[config.mk]
export PLATFORM = sky130hd
export DESIGN_NAME = sorted_priority_queue_top
export DESIGN_NICKNAME = d
export VERILOG_FILES = /design/src/spq_pkg.sv /design/src/sorted_priority_queue_top.sv /design/src/spq_cell.sv
export SDC_FILE = /design/constraint.sdc
export NUM_CORES = 2
export LEC_CHECK = 0
export BUFFER_PORTS_ARGS = -buffer_cell sky130_fd_sc_hd__buf_2
export CAP_MARGIN = 40
export CORE_UTILIZATION = 30
export DETAILED_ROUTE_END_ITERATION = 12
export GPL_ROUTABILITY_DRIVEN = 0
export HOLD_SLACK_MARGIN = 0.12
export PLACE_DENSITY = 0.53
export SLEW_MARGIN = 10
export SYNTH_ARGS = -nofsm -noshare
export SYNTH_HDL_FRONTEND = slang
export SYNTH_HIERARCHICAL = 1
export SYNTH_SLANG_ARGS = --single-unit
[constraint.sdc]
create_clock -name clk -period 7.1 [get_ports clk]
set_clock_uncertainty 0.2 [all_clocks]
set_input_delay 0.71 -clock clk [delete_from_list [all_inputs] [get_ports clk]]
set_output_delay 0.71 -clock clk [all_outputs]
set_load 0.1 [all_outputs]
[src/spq_pkg.sv]
`timescale 1ns / 1ps
`default_nettype none
// shared types and constants for the sorted priority queue
// no dependencies; used by spq_cell and sorted_priority_queue_top

package spq_pkg;

  // number of cells in the chain
  localparam int CAPACITY = 16;

  // field widths
  localparam int VALUE_W = 32;
  localparam int PRIO_W = 16;
  localparam int REQ_W = 2;
  localparam int STATUS_W = 2;
  localparam int ECOUNT_W = 5;

  // held count must reach CAPACITY itself
  localparam int COUNT_W = $clog2(CAPACITY + 1);

  // request codes
  localparam logic [REQ_W-1:0] REQ_PUSH = 2'd0;
  localparam logic [REQ_W-1:0] REQ_POP = 2'd1;
  localparam logic [REQ_W-1:0] REQ_PEEK = 2'd2;

  // status codes
  localparam logic [STATUS_W-1:0] ST_OK = 2'd0;
  localparam logic [STATUS_W-1:0] ST_EMPTY = 2'd1;
  localparam logic [STATUS_W-1:0] ST_FULL = 2'd2;

  // one stored entry
  typedef struct packed {
    logic signed [VALUE_W-1:0] value;
    logic [PRIO_W-1:0] prio;
  } entry_t;

  // shift commands broadcast to every cell
  typedef struct packed {
    logic push;
    logic pop;
  } cell_ctrl_t;

endpackage

`default_nettype wire

[src/sorted_priority_queue_top.sv]
`timescale 1ns / 1ps
`default_nettype none
// sorted priority queue top level: request decode, chain of cells, result register
// depends on spq_pkg and spq_cell
//
//  channel | ports                          | payload (low bit first)
//  --------+--------------------------------+------------------------------------
//  request | in_tvalid in_tready in_tdata   | tdata: item_value, item_priority
//          | in_tuser                       | tuser: req_type
//  result  | out_tvalid out_tready out_tdata| tdata: front_value, entry_count
//          | out_tuser                      | tuser: status
//
// every cell compares its priority with the incoming one at once and shifts in the
// same edge, so a request is taken in every cycle while the result register is
// empty or being drained.
// the result register holds one finished transaction; a stall on the result
// side holds in_tready low until it is taken.
// rst_n is synchronous and empties the queue; cell contents are left as they are.

module sorted_priority_queue_top (
  input  wire logic        clk,
  input  wire logic        rst_n,
  input  wire logic        in_tvalid,
  output      logic        in_tready,
  input  wire logic [47:0] in_tdata,   // [31:0] item_value, [47:32] item_priority
  input  wire logic [1:0]  in_tuser,   // [1:0] req_type
  output      logic        out_tvalid,
  input  wire logic        out_tready,
  output      logic [39:0] out_tdata,  // [31:0] front_value, [36:32] entry_count, rest zero
  output      logic [1:0]  out_tuser   // [1:0] status
);

  localparam int N = spq_pkg::CAPACITY;
  localparam int CW = spq_pkg::COUNT_W;

  logic in_fire;
  logic [spq_pkg::REQ_W-1:0] req_type;
  spq_pkg::entry_t new_entry;

  logic [CW-1:0] count_r;
  logic [CW-1:0] count_nxt;
  logic out_valid_r;
  logic out_valid_nxt;
  logic signed [spq_pkg::VALUE_W-1:0] front_r;
  logic signed [spq_pkg::VALUE_W-1:0] front_nxt;
  logic [spq_pkg::STATUS_W-1:0] status_r;
  logic [spq_pkg::STATUS_W-1:0] status_nxt;
  logic [spq_pkg::ECOUNT_W-1:0] ecount_r;
  logic [CW+spq_pkg::ECOUNT_W-1:0] count_wide;

  spq_pkg::cell_ctrl_t ctrl;
  spq_pkg::entry_t cell_entry [N];
  logic [N-1:0] cell_stay;
  logic [N-1:0] occupied;
  logic is_empty;
  logic is_full;

  // request handshake and field unpacking
  assign in_tready = !out_valid_r || out_tready;
  assign in_fire = in_tvalid && in_tready;
  assign req_type = in_tuser;
  assign new_entry.value = in_tdata[31:0];
  assign new_entry.prio = in_tdata[47:32];

  assign is_empty = (count_r == '0);
  assign is_full = (count_r == CW'(N));

  // request decode: shift commands, result fields, next count
  always_comb begin
    ctrl = '{push: 1'b0, pop: 1'b0};
    front_nxt = front_r;
    status_nxt = status_r;
    count_nxt = count_r;
    if (in_fire) begin
      front_nxt = '0;
      status_nxt = spq_pkg::ST_OK;
      unique case (req_type)
        spq_pkg::REQ_PUSH: begin
          if (is_full) begin
            status_nxt = spq_pkg::ST_FULL;
          end else begin
            ctrl.push = 1'b1;
            count_nxt = count_r + CW'(1);
          end
        end
        spq_pkg::REQ_POP: begin
          if (is_empty) begin
            status_nxt = spq_pkg::ST_EMPTY;
          end else begin
            ctrl.pop = 1'b1;
            front_nxt = cell_entry[0].value;
            count_nxt = count_r - CW'(1);
          end
        end
        spq_pkg::REQ_PEEK: begin
          if (is_empty) begin
            status_nxt = spq_pkg::ST_EMPTY;
          end else begin
            front_nxt = cell_entry[0].value;
          end
        end
        default: begin
          status_nxt = spq_pkg::ST_OK;
        end
      endcase
    end
  end

  // chain of cells, front at index 0
  for (genvar i = 0; i < N; i++) begin : g_cell
    assign occupied[i] = (CW'(i) < count_r);
    spq_cell u_cell (
      .clk        (clk),
      .ctrl       (ctrl),
      .occupied   (occupied[i]),
      .new_entry  (new_entry),
      .left_entry ((i == 0) ? new_entry : cell_entry[(i == 0) ? 0 : i-1]),
      .left_stay  ((i == 0) ? 1'b1 : cell_stay[(i == 0) ? 0 : i-1]),
      .right_entry(cell_entry[(i == N-1) ? i : i+1]),
      .entry      (cell_entry[i]),
      .stay       (cell_stay[i])
    );
  end

  // result valid flag
  always_comb begin
    out_valid_nxt = out_valid_r;
    if (in_fire) begin
      out_valid_nxt = 1'b1;
    end else if (out_tready) begin
      out_valid_nxt = 1'b0;
    end
  end

  // control state
  always_ff @(posedge clk) begin
    if (!rst_n) begin
      count_r <= '0;
      out_valid_r <= 1'b0;
    end else begin
      count_r <= count_nxt;
      out_valid_r <= out_valid_nxt;
    end
  end

  // entry_count field is the low bits of the held count
  assign count_wide = {{spq_pkg::ECOUNT_W{1'b0}}, count_nxt};

  // result payload
  always_ff @(posedge clk) begin
    front_r <= front_nxt;
    status_r <= status_nxt;
    if (in_fire) begin
      ecount_r <= count_wide[spq_pkg::ECOUNT_W-1:0];
    end
  end

  assign out_tvalid = out_valid_r;
  assign out_tdata = {3'b000, ecount_r, front_r};
  assign out_tuser = status_r;

endmodule

`default_nettype wire

[src/spq_cell.sv]
`timescale 1ns / 1ps
`default_nettype none
// one cell of the sorted chain: holds an entry and trades it with its neighbors
// depends on spq_pkg

module spq_cell (
  input  wire logic              clk,
  input  wire spq_pkg::cell_ctrl_t ctrl,
  input  wire logic              occupied,
  input  wire spq_pkg::entry_t   new_entry,
  input  wire spq_pkg::entry_t   left_entry,
  input  wire logic              left_stay,
  input  wire spq_pkg::entry_t   right_entry,
  output      spq_pkg::entry_t   entry,
  output      logic              stay
);

  spq_pkg::entry_t entry_r;
  spq_pkg::entry_t entry_nxt;

  // held entry outranks the incoming one, so it keeps its place
  assign stay = occupied && (entry_r.prio > new_entry.prio);

  // next content: keep, take the new entry, or shift from a neighbor
  always_comb begin
    entry_nxt = entry_r;
    if (ctrl.push) begin
      if (!stay) begin
        entry_nxt = left_stay ? new_entry : left_entry;
      end
    end else if (ctrl.pop) begin
      entry_nxt = right_entry;
    end
  end

  // payload register, no reset needed
  always_ff @(posedge clk) begin
    entry_r <= entry_nxt;
  end

  assign entry = entry_r;

endmodule

`default_nettype wire

==> reports/metrics.yaml <==
outcome: "completed"
grt_antenna_before_repair: 19
ys_types: 54
synth_top_area_share_pct: 50.8
required_ns: 7.39
ios: 98
nets: 4798
vias: 32800
rsz0062_at_grt: "no"
irDropWorstVdd_uv: 166
yosys_most_used_dff: "edfxtp_1"
cts_made_buffers: 93
cap_viol_max_count: 0
vias_per_cell: 4.94
slew_viol_final: 0
die_h_um: 401
hp-start: "in_tuser[1]"
yosysTopAreaCell: "edfxtp_1"
cts.sinks: 813
startpoint_type: "register"
synthArstFlopShare_pct: 0
reg2regPathDepth: 10
final_area_um2: 53900
min_delay_worst_endpoint: "out_tuser[0]"
reg2reg_from: "count_r[0]"
ys_warn_count: 6
detailed_place_hpwl_mm: 86.9
grt_pass1_wl_mm: 195
syn_inst: 4493
hold_ws_ns: 0.231
post_dp_cell_area_um2: 50900
wl_mm: 127
layout_min_cycle_time_ns: 4.55
min_path_cells: 3
setup_tns_ns: 0
post_cts_resized: 0
drt_iter0_drc: 2400
hold_viol: 0
multi_input_area_um2: 21400
drive_gt1_share_pct: 8.47
finalPower_uw: 11800
die_w_um: 401
portBuffers: 94
crit_top_cell: "buf_12"
layout_commonest_cell: "a21oi_1"
worst_slew_pin_slew_ns: 1.08
r2r_slack_ns: 2.55
clk-insertion-delay-late_ns: 0.72
drc_errors: 0
area_delta_synth_final_pct: 13.0
synth_area_leaders: "edfxtp_1 (51%), mux2i_1 (16%), a21oi_1 (9.2%)"
grt_pass1_vias: 31900
final_antenna_net_count: 0
h-tree-depth: 3
fmax_mhz: 220
grt_usage_pct: 15.4
netlist_area_um2: 47700
critPathBufInv: 4
wl_per_cell_um: 19.1
grt_max_degree: 253
grt.overflow.total: 0
cpPeakStageDelay_ns: 0.63
dieArea_um2: 161000
timing.final.setup_violations: 0
power_density_nw_per_um2: 219
firstDrtPassIters: 8
n_fill_cell: 15700
cts_buffer_depth: 3
yosysSeqAreaShare_pct: 51.0
coreArea_um2: 157000
hp-class: "in2reg"
crit_arrival_ns: 4.84
cp-end-kind: "register"
cts_tree: "built"
synth_edf_count: 807
root_buffer: "clkbuf_16"
cp_max_fo: 198
final_cell_mix: "a21oi_1 (868), nor2_1 (816), edfxtp_1 (807), mux2i_1 (770), inv_1 (267)"
finalCritPeriodShare_pct: 64.1
clkTransAtPathRegs_ns: 0.06
leakagePower_uw: 0.0190
rows: 145
critPathTopFamily: "buffers and inverters"
start_util_pct: 30.4
critPathKind: "reg2reg"
cp_slowest_cell: "nor2_4"
path_cells: "inv_1, ha_1, nand4bb_1, nand2_1, nor2_4, buf_12, buf_12, buf_12, nor2_1, a21oi_1"
avgSynthCellArea_um2: 10.6
synth-seq-cells: 813
max_slew_margin_pct: 27.9
seq_area_um2: 24400
r2r_end: "g_cell[10].u_cell/entry[28]"
-- synth_stat cells, types with 11 or more instances --
cell / instances
a21o_1: 24
a21oi_1: 879
a31oi_2: 11
and2_1: 13
and2_4: 20
buf_2: 78
clkbuf_1: 197
edfxtp_1: 807
ha_1: 263
inv_1: 268
mux2i_1: 770
nand2_1: 83
nand3_1: 16
nand4_1: 42
nand4_2: 11
nor2_1: 817
nor2b_1: 18
nor3_1: 13
nor4_1: 12
o211ai_1: 11
o21ai_0: 31
o21ai_1: 12
or4_4: 11
-- repair_timing --
item	in CTS	in global routing
hold buffers	3	0
buffers inserted	0	0
endpoints found under the hold margin	3	0
-- power breakdown --
part / switching, uW / leakage, uW / internal, uW / total [uW]
clock: 2060 / 0.00141 / 2590 / 4650
sequential: 134 / 0.00748 / 5560 / 5690
combinational: 978 / 0.0101 / 472 / 1450
total: 3170 / 0.0190 / 8620 / 11800
-- per-layer routing --
layer	routed length, um	track usage (%)	part of all wire [%]	up-vias
met3	5740	2.36	4.5	168
met2	56100	24.2	44	616
met4	2860	4.41	2.3	14
met1	61900	21.9	49	15600
met5	86	0	0.068	-
li1	-	-	-	16400
-- flip-flops by register name, indices dropped and copies added (netlist names) --
signal and count:
g_cell.u_cell/entry 768, front_r 32, count_r 5, ecount_r 5, out_tuser 2, out_tvalid 1
-- area by class of cell --
cell class / count / area share [%]
repair buffers: 178 / 3.05
flip-flops and latches: 813 / 45.2
inverters: 268 / 1.87
clock buffers: 115 / 4.51
multi-input cells: 3127 / 39.7
diodes: 9 / 0.0418
well taps: 2058 / 4.78
clock inverters: 56 / 0.854
-- worst reg2reg max path, stage by stage, from the launching register on --
cell and delay, ns:
dfxtp_1 0.57, inv_1 0.17, ha_1 0.29, nand4bb_1 0.23
nand2_1 0.17, nor2_4 0.63, buf_12 0.43, buf_12 0.43
buf_12 0.67, nor2_1 0.27, a21oi_1 0.27
-- cells by family (layout without fill, tap and decap cells) --
kind of cell / count (synthesis) / in the layout / share of synthesized area (%)
AO/OA/AOI/OAI: 1008 / 1008 / 11.4
buffers and inverters: 555 / 617 / 4.68
flip-flops: 813 / 813 / 51.0
other: 2 / 13 / 0.0157
multiplexers: 770 / 770 / 16.2
AND/OR/NAND/NOR: 1082 / 1082 / 9.82
adder cells (fa/ha/maj): 263 / 263 / 6.90
-- how the worst max path moves through the flow --
stage | start | end | slack (ns) | cells past startpoint
finish | count_r[0] | g_cell[10].u_cell/entry[28] | 2.55 | 10
global route | count_r[0] | g_cell[10].u_cell/entry[30] | 2.29 | 10
CTS | count_r[0] | g_cell[10].u_cell/entry[28] | 2.64 | 10
detailed placement | in_tdata[47] | g_cell[15].u_cell/entry[20] | 2.11 | 11
global placement | in_tdata[47] | g_cell[15].u_cell/entry[31] | 2.14 | 11
floorplan | out_tvalid | g_cell[0].u_cell/entry[0] | 1.09 | 8
-- metrics by stage --
stage               instances  util [%]  setup slack (ns)
global route             6617      34.3              2.29
global placement         6421      32.1              2.14
detailed placement       6440      32.4              2.11
finish                   6624      34.3              2.55
floorplan                4495         -              1.09
CTS                      6614      34.3              2.64
Note: power is estimated with default switching activity, not from simulation.
